===== src/rtl/swmc_pkg.sv =====
package swmc_pkg;

  localparam int SAMPLE_W       = 31;
  localparam int COST_W         = 39;
  localparam int CFG_W          = 9;
  localparam int WINDOW_MAX_DEF = 256;
  localparam int IN_TDATA_W     = 32;
  localparam int OUT_TDATA_W    = 72;

  typedef enum logic {
    ST_IDLE,
    ST_EMIT
  } state_t;

  typedef struct packed {
    logic ins;
    logic rem;
  } cell_ctl_t;

endpackage


===== src/rtl/swmc_cell.sv =====
module swmc_cell #(
  parameter int AGE_W = 8
) (
  input  logic                          clk,
  input  swmc_pkg::cell_ctl_t           ctl,
  input  logic [swmc_pkg::SAMPLE_W-1:0] v,
  input  logic [swmc_pkg::SAMPLE_W-1:0] r,
  input  logic                          valid,
  input  logic                          left_le,
  input  logic [swmc_pkg::SAMPLE_W-1:0] left_val,
  input  logic [AGE_W-1:0]              left_age,
  input  logic [swmc_pkg::SAMPLE_W-1:0] right_val,
  input  logic [AGE_W-1:0]              right_age,
  output logic [swmc_pkg::SAMPLE_W-1:0] val,
  output logic [AGE_W-1:0]              age,
  output logic                          le
);

  assign le = valid && (val <= v);

  // An insert shifts the row right above the insertion point; a removal
  // shifts it left from the first entry that is not below the leaving value.
  always_ff @(posedge clk) begin
    if (ctl.ins) begin
      if (le) begin
        age <= age + AGE_W'(1);
      end else if (left_le) begin
        val <= v;
        age <= '0;
      end else begin
        val <= left_val;
        age <= left_age + AGE_W'(1);
      end
    end else if (ctl.rem && valid && (val >= r)) begin
      val <= right_val;
      age <= right_age;
    end
  end

endmodule


===== config.mk =====
export PLATFORM = sky130hd
export DESIGN_NAME = swmc_cell
export DESIGN_NICKNAME = d
export VERILOG_FILES = /design/src/rtl/swmc_pkg.sv /design/src/rtl/swmc_cell.sv
export SDC_FILE = /design/constraint.sdc
export NUM_CORES = 1
export LEC_CHECK = 0
export BUFFER_PORTS_ARGS = -buffer_cell sky130_fd_sc_hd__buf_2
export CORE_ASPECT_RATIO = 1.5
export CORE_MARGIN = 3
export CORE_UTILIZATION = 40
export CTS_BUF_LIST = sky130_fd_sc_hd__clkbuf_4 sky130_fd_sc_hd__clkbuf_8
export DETAILED_ROUTE_END_ITERATION = 12
export GPL_ROUTABILITY_DRIVEN = 0
export GPL_TIMING_DRIVEN = 1
export HOLD_SLACK_MARGIN = 0.12
export MAX_ROUTING_LAYER = met4
export PLACE_DENSITY = 0.73
export SETUP_SLACK_MARGIN = 0.5
export SLEW_MARGIN = 25
export SYNTH_ARGS = -nofsm -noshare
export SYNTH_HDL_FRONTEND = slang
export SYNTH_SLANG_ARGS = --single-unit

===== constraint.sdc =====
create_clock -name clk -period 4.25 [get_ports clk]
set_input_delay 0.85 -clock clk [delete_from_list [all_inputs] [get_ports clk]]
set_output_delay 0.85 -clock clk [all_outputs]
set_load 0.02 [all_outputs]

==> reports/qor.txt, run 1 <==
CP Max Fanout: 11
remaining routing DRC violations: 0
worst path cell trace: buf_2 > inv_1 > ha_1 > a21oi_1 > a21oi_1 > o31a_1 > a2111oi_4 > o221ai_4 > inv_1 > buf_2
FP Rows: 42
Worst Hold Class: register to register
hold endpoint: age[7]
Final TNS setup: 0 ns
CORE AREA: 9039 um^2
register area share after synthesis: 30.82%
Mapped Nets: 626
Area Overhead vs Synth: 29.83%
via/cell ratio: 5.237
TritonCTS Buffers: 5
reg2reg path depth: 8
Layout Nets: 806
number of synthesized flops with an enable pin: 39
Async SR Flop Fraction: 0%
RSZ-0062 raised after global routing: false
peak per-stage delay on the critical path: 0.41 ns
max-cap violation count: 0
share of cells above drive strength 1: 34.45%
Multi-input gate area: 2344 um^2
fmax: 0.2798 GHz
critical path startpoint category: input port
flops & latches, synth: 39
first-pass GRT wire length: 17270 um
CTS tree: built
Fillers: 847
Syn Std Cell Area: 3800 um^2
data required time at the worst endpoint: 3.40 ns
final hold violations: 0
clock sink total: 39
Tmin final: 3.574 ns
hold path startpoint: age[7]
Slew @ Worst Pin: 0.6446 ns
max_slew headroom: 57.02%
Max clock buf depth: 2
Crit Path Category: input port to output pin
Clock Pin Slew Worst Setup and Hold Paths: 0.07 ns
# IOs: 185
Mapped Cells: 417
status: completed
hold buffers post-CTS: 0
I/O Buffers: 184
Avg WL per Cell: 15.26 um
hpwl dp: 9126 um
CP max-delay cell: a2111oi_4
antenna-violating nets left: 0
htree depth: 2
Total GRT Usage: 20.34%
peak supply drop: 0.2093 mV
Worst R2R Setup Slack: 1.38 ns
reg2reg start: val[29]
critical path capture point type: output pin
Post-Route Utilization: 54.58%
final WL: 10820 um
LEAKAGE: 2.594 nW
Hold Crit Depth: 2
die height: 125.4 um
antenna violations before repair: 1
GRT Residual Overflow: 0
CTS Root Buffer Type: clkbuf_8
Synth cell types: 42
Yosys warnings: 0
Chip Width: 85.58 um
top_reg_cell synth: edfxtp_1
Worst Skew: 0.01208 ns
syn_area_per_cell: 9.112 um^2
vias in the first global route: 3903
Initial DRC Count: 104
final max-slew violation count: 0
Pwr Density: 251.0 nW/um^2
First-pass DRT Iterations: 4
critical path arrival: 2.72 ns
Setup Viol. Count Final: 0
storage element area: 1171 um^2
Die Area: 10730 um^2
Tcrit/Tclk final: 84.09%
largest net degree at the start of global routing: 53
worst r2r dst: val[11]
Clk Latency, worst-skew pair: 0.30 ns
routed vias: 3713
initial core utilization: 42.04%
==> metrics by stage <==
step	hold slack (ns)	setup slack, ns	total power [mW]	cell area, um^2	instances
floorplan	0.7951	0.7166	0.8065	3806	417
global placement	0.6932	0.4868	0.9724	4816	700
detailed placement	0.7086	0.5266	0.9891	4816	700
CTS	0.7206	0.5119	1.251	4905	708
global route	0.7617	0.5221	1.334	4933	709
finish	0.7218	0.6762	1.238	4933	709
==> critical path: cells and delay by family <==
family / cells / cell delay (ns)
adders and majority gates: 1 / 0.31
buffers and inverters: 4 / 0.38
AOI/OAI and AO/OA: 5 / 1.18
==> cell usage after synthesis (2+ instances only) <==
cell type	n	area share, %
and3_1	4	0.66
nand2b_1	2	0.33
clkbuf_8	2	0.72
o211a_1	2	0.53
xor2_1	7	1.6
a31oi_1	3	0.49
mux2i_1	31	8.2
clkbuf_1	9	0.89
edfxtp_1	39	31
nor3_1	2	0.26
nor2b_1	2	0.33
nor4_1	4	0.66
nor4b_1	5	1.2
nand2_1	9	0.89
nand4_1	10	1.6
buf_1	2	0.20
a211oi_1	3	0.59
a21oi_1	55	7.2
a221o_1	5	1.3
ha_1	64	21
nand3_1	18	2.4
xnor2_1	5	1.2
nor2_1	38	3.8
a21o_1	5	0.99
o21ai_0	10	1.3
inv_1	65	6.4
==> cells by family after synthesis <==
kind of cell	after synthesis	synth area share, %
xor gates and xnor gates	12	2.766
AOI/OAI and AO/OA	91	15.05
muxes	31	8.166
DFF	39	30.82
buffers and inverters	79	8.528
and+or+nand+nor	101	13.60
adders and majority gates	64	21.07
==> power breakdown <==
| group | switching [mW] | internal [mW] |
|---|---|---|
| sequential | 0.0364 | 0.478 |
| clock | 0.136 | 0.121 |
| combinational | 0.262 | 0.206 |
==> metal layers <==
metal / global-route usage, % / part of all wire (%) / up-vias
li1: - / - / 1869
met1: 20.27 / 36 / 1706
met2: 39.33 / 57 / 119
met3: 2.304 / 4.7 / 19
met4: 7.363 / 2.3 / 0
met5: - / 0 / -
==> placed cells by master, fill, tap and decap left out, types with 2 or more instances in the layout <==
cell      count
nor2b_1       2
nor4_2        2
o21ai_0      10
nor2_1       38
edfxtp_1     39
a211oi_1      3
a21o_1        5
and3_1        4
a21oi_1      55
buf_4         4
nand3_1      18
clkbuf_8      5
ha_1         64
nor3_1        2
buf_2       183
a221o_1       5
nand4_1      10
a31oi_1       2
mux2i_1      31
nand2_1       9
nand2b_1      2
inv_1        65
o211a_1       2
xor2_1        7
nor4_1        2
xnor2_1       5
nor4b_1       5
==> how the worst max path moves through the flow <==
| stage | start | endpoint | slack (ns) | depth (start not counted) |
|---|---|---|---|---|
| floorplan | v[29] | val[0] | 0.72 | 9 |
| global placement | v[14] | le | 0.49 | 9 |
| detailed placement | v[14] | le | 0.53 | 9 |
| CTS | v[14] | le | 0.51 | 9 |
| global route | v[2] | le | 0.52 | 10 |
| finish | v[2] | le | 0.68 | 10 |
==> final cells by class <==
class	instances	area share (%)
Sequential cell	39	23.74
Inverter	65	4.945
Timing Repair Buffer	187	19.17
Multi-Input combinational cell	299	47.50
Tap cell	110	2.790
Clock inverter	2	0.2536
Clock buffer	6	1.547
Antenna cell	1	0.05072
==> sequential cells by signal, summed over array words and instances (netlist names) <==
register and flops:
val 31, age 8
==> what timing repair did <==
| item | in CTS | in global routing |
|---|---|---|
| setup endpoints to repair | 0 | 1 |
| setup buffers | 0 | 0 |
| resized for setup | 0 | 3 |
(Power assumes the default switching activity.)
==> run 2: changes to the inputs <==
--- a/config.mk
+++ b/config.mk
@@ -15,7 +15,7 @@
 export GPL_TIMING_DRIVEN = 1
 export HOLD_SLACK_MARGIN = 0.12
 export MAX_ROUTING_LAYER = met4
-export PLACE_DENSITY = 0.73
+export PLACE_DENSITY = 0.7
 export SETUP_SLACK_MARGIN = 0.5
 export SLEW_MARGIN = 25
 export SYNTH_ARGS = -nofsm -noshare
==> constraint.sdc (replaced) <==
create_clock -name clk -period 3.55 [get_ports clk]
set_input_delay 0.71 -clock clk [delete_from_list [all_inputs] [get_ports clk]]
set_output_delay 0.71 -clock clk [all_outputs]
set_load 0.02 [all_outputs]
==> reports/qor.txt, run 2 (synthesized netlist as in run 1, its figures left out) <==
CTS Root Buffer Type: clkbuf_8
First-pass DRT Iterations: 4
TritonCTS Buffers: 5
met3 usage: 2.436%
CTS tree: built
busiest metal layer after global routing: met2
max_slew headroom: 57.75%
via/cell ratio: 5.189
worst path cell trace: buf_2 > inv_1 > ha_1 > nand4_1 > nor4_2 > buf_4 > nand2b_1 > o221ai_4 > buf_6 > inv_2 > buf_6
Pwr Density: 299.2 nW/um^2
critical path arrival: 2.41 ns
GRT Residual Overflow: 0
Tcrit/Tclk final: 87.99%
routed vias: 3726
final max-slew violation count: 0
Clock Pin Slew Worst Setup and Hold Paths: 0.07 ns
status: completed
CP dominant cell by count: buf_6
Worst Hold Class: register to register
Avg WL per Cell: 14.82 um
GR Layer Usage met1: 20.48%
most frequent cells in the layout: 182 x buf_2, 63 x inv_1, 62 x ha_1
Final TNS setup: 0 ns
FP Rows: 42
CP Launch Point: v[26]
Crit Path Category: input port to output pin
hpwl dp: 8904 um
Max clock buf depth: 2
RSZ-0062 raised after global routing: true
Tmin final: 3.124 ns
largest net degree at the start of global routing: 53
share of cells above drive strength 1: 36.84%
Layout Nets: 816
critical path capture point type: output pin
most common cell after layout, fill and taps aside: buf_2
Clk Latency, worst-skew pair: 0.30 ns
I/O Buffers: 184
Slew @ Worst Pin: 0.6338 ns
# IOs: 185
largest register by flop count: val
Area Overhead vs Synth: 33.88%
data required time at the worst endpoint: 2.84 ns
htree depth: 2
pre-CTS setup slack: 0.1657 ns
CP max-delay cell: nor4_2
die height: 125.4 um
Total GRT Usage: 20.41%
max-cap violation count: 0
initial core utilization: 42.04%
Largest regs: val x31, age x8
vias in the first global route: 3802
clock sink total: 39
Worst Skew: 0.01079 ns
fmax: 0.3201 GHz
Initial DRC Count: 96
met2 GRT Util: 39.56%
Placement Cell Area: 4866 um^2
design area: 5087 um^2
hold buffers post-CTS: 0
CP Max Fanout: 5
Worst Setup Slack, final: 0.4264 ns
Chip Width: 85.58 um
hold path startpoint: age[0]
final WL: 10640 um
antenna violations before repair: 0
Die Area: 10730 um^2
peak supply drop: 0.1925 mV
first-pass GRT wire length: 17140 um
max FFs per register: 31
final hold violations: 0
remaining routing DRC violations: 0
critical path startpoint category: input port
LEAKAGE: 2.660 nW
peak per-stage delay on the critical path: 0.31 ns
reg2reg start: val[26]
antenna-violating nets left: 0
Setup Viol. Count Final: 0
Inserted Diodes: 0
CORE AREA: 9039 um^2
==> run 2: final timing paths <==
check / slack (ns) / cells past startpoint / endpoint
setup / recovery: 0.43 / 11 / le
hold / removal: 0.71 / 1 / age[0]
setup reg to reg: 0.67 / 10 / age[0]
hold reg to reg: 0.71 / 1 / age[0]
==> run 2: layer usage <==
metal	wire (um)	part of all wire (%)	up-vias
li1	-	-	1885
met1	3829	36	1720
met2	6087	57	107
met3	500	4.7	14
met4	225	2.1	0
met5	0	0	-
==> run 2: where the power goes <==
part	internal (mW)	switching, mW	leakage (nW)
registers	0.572	0.0425	0.378
clock network	0.153	0.160	0.0491
logic	0.272	0.322	2.23
total	0.997	0.525	2.66
==> run 2: cell type report <==
class | instances | area (um^2)
fill | 874 | 3951
multi-input combinational | 299 | 2389
sequential | 39 | 1171
timing repair buffer | 197 | 1055
inverter | 65 | 246.5
tap | 110 | 137.6
clock buffer | 7 | 83.83
clock inverter | 1 | 5.005
==> run 2: through the flow <==
| stage | std cells | power [mW] | util [%] | hold slack [ns] |
|---|---|---|---|---|
| final | 718 | 1.522 | 56.28 | 0.7069 |
| after CTS | 716 | 1.534 | 55.94 | 0.7136 |
| after floorplan | 417 | 0.9665 | - | 0.7951 |
| after global routing | 718 | 1.630 | 56.28 | 0.7208 |
| after detailed placement | 704 | 1.196 | 53.83 | 0.7054 |
| after global placement | 703 | 1.169 | 53.53 | 0.6979 |
==> run 2: critical path: cells and delay by family <==
kind,cells,cell delay (ns)
buffers and inverters,6,0.57
AO/OA/AOI/OAI,1,0.22
AND/OR/NAND/NOR,3,0.61
adder cells (fa/ha/maj),1,0.30
==> run 2: timing repair <==
item,CTS,global route
gates cloned,1,0
buffers inserted,3,2
gates resized for setup,15,3
pin swaps,15,0
endpoints found under the setup margin,1,41
==> run 3: changes to the inputs <==
--- a/config.mk
+++ b/config.mk
@@ -14,9 +14,8 @@
 export GPL_ROUTABILITY_DRIVEN = 0
 export GPL_TIMING_DRIVEN = 1
 export HOLD_SLACK_MARGIN = 0.12
-export MAX_ROUTING_LAYER = met4
 export PLACE_DENSITY = 0.7
-export SETUP_SLACK_MARGIN = 0.5
+export SETUP_SLACK_MARGIN = 0.05
 export SLEW_MARGIN = 25
 export SYNTH_ARGS = -nofsm -noshare
 export SYNTH_HDL_FRONTEND = slang
==> reports/qor.txt, run 3 (synthesized netlist as in run 1, its figures left out) <==
status: completed
critical path arrival: 2.64 ns
critical path capture point type: output pin
Clk Latency, worst-skew pair: 0.29 ns
Slew @ Worst Pin: 0.6192 ns
GRT Residual Overflow: 0
setup bufs post-CTS: 0
Initial DRC Count: 62
# IOs: 185
remaining routing DRC violations: 0
Tmin final: 3.351 ns
Worst Skew: 0.009892 ns
final hold violations: 0
most frequent cells in the layout: 183 x buf_2, 65 x inv_1, 64 x ha_1
most common cell after layout, fill and taps aside: buf_2
FP Rows: 42
hpwl dp: 8853 um
LEAKAGE: 2.613 nW
Crit Path Category: input port to output pin
Clock Pin Slew Worst Setup and Hold Paths: 0.07 ns
Final Power: 1.470 mW
final WL: 10310 um
final max-slew violation count: 0
max-cap violation count: 0
TritonCTS Buffers: 5
CTS Root Buffer Type: clkbuf_8
peak supply drop: 0.1619 mV
routed vias: 3656
Worst Hold Class: register to register
Area Overhead vs Synth: 30.29%
Placement Cell Area: 4858 um^2
CTS tree: built
Final TNS setup: 0 ns
fmax: 0.2984 GHz
Chip Width: 85.58 um
I/O Buffers: 184
RSZ-0062 raised after global routing: false
Post-Route Utilization: 54.78%
Total GRT Usage: 19.47%
critical path startpoint category: input port
Layout Nets: 809
Die Area: 10730 um^2
First-pass DRT Iterations: 4
hold buffers post-CTS: 0
first-pass GRT wire length: 16950 um
htree depth: 2
largest register by flop count: val
antenna violations before repair: 0
share of cells above drive strength 1: 34.28%
Avg WL per Cell: 14.50 um
Largest regs: val x31, age x8
Tcrit/Tclk final: 94.39%
max FFs per register: 31
clock sink total: 39
die height: 125.4 um
max_slew headroom: 58.72%
CP Max Fanout: 10
vias in the first global route: 3889
antenna-violating nets left: 0
via/cell ratio: 5.142
initial core utilization: 42.04%
Setup Viol. Count Final: 0
data required time at the worst endpoint: 2.84 ns
Pwr Density: 296.9 nW/um^2
largest net degree at the start of global routing: 53
design area: 4951 um^2
Max clock buf depth: 2
Inserted Diodes: 0
CORE AREA: 9039 um^2
-- run 3: critical path, stage by stage --
cell	delay, ns
buf_2	0.10
inv_1	0.04
ha_1	0.31
a21oi_1	0.13
a21oi_1	0.08
o31a_1	0.31
a2111oi_4	0.37
o221ai_2	0.19
buf_4	0.19
inv_1	0.05
buf_2	0.15
-- run 3: layout make-up --
cell class | count | area, um^2
clock buffer | 6 | 76.32
clock inverter | 2 | 7.507
fill | 861 | 4088
inverter | 65 | 244.0
multi-input combinational | 299 | 2326
sequential | 39 | 1171
tap | 110 | 137.6
timing repair buffer | 190 | 988.4
-- run 3: path summary, 6_finish.rpt --
check / startpoint / end / slack [ns] / cells after the start
min: age[0] / age[0] / 0.71 / 1
min reg2reg: age[0] / age[0] / 0.71 / 1
max: v[2] / le / 0.20 / 11
max reg2reg: val[26] / val[27] / 0.64 / 9
-- run 3: per-layer routing --
| layer | routed length, um | global-route usage (%) | vias up |
|---|---|---|---|
| li1 | - | - | 1874 |
| met1 | 3634 | 19.79 | 1659 |
| met5 | 0 | 0 | - |
| met2 | 5900 | 38.74 | 105 |
| met4 | 256 | 6.617 | 0 |
| met3 | 521 | 3.028 | 18 |
-- run 3: stage by stage --
stage                     worst slack [ns]  hold WS [ns]  std cells
after floorplan                     0.1566        0.7951        417
after global placement             0.09718        0.6849        702
after detailed placement            0.1653        0.7020        703
after CTS                           0.1584        0.7124        711
after global routing               0.06645        0.7234        711
final                               0.1993        0.7113        711
-- run 3: repair_timing --
action / in CTS / in global routing
resized for setup: 0 / 1
setup endpoints to repair: 0 / 1
endpoints found under the hold margin: 0 / 0
-- run 3: report_power, final --
part	switching, mW	internal (mW)	leakage (nW)
sequential	0.0413	0.572	0.378
combinational	0.310	0.252	2.19
clock	0.153	0.142	0.0437
total	0.504	0.966	2.61
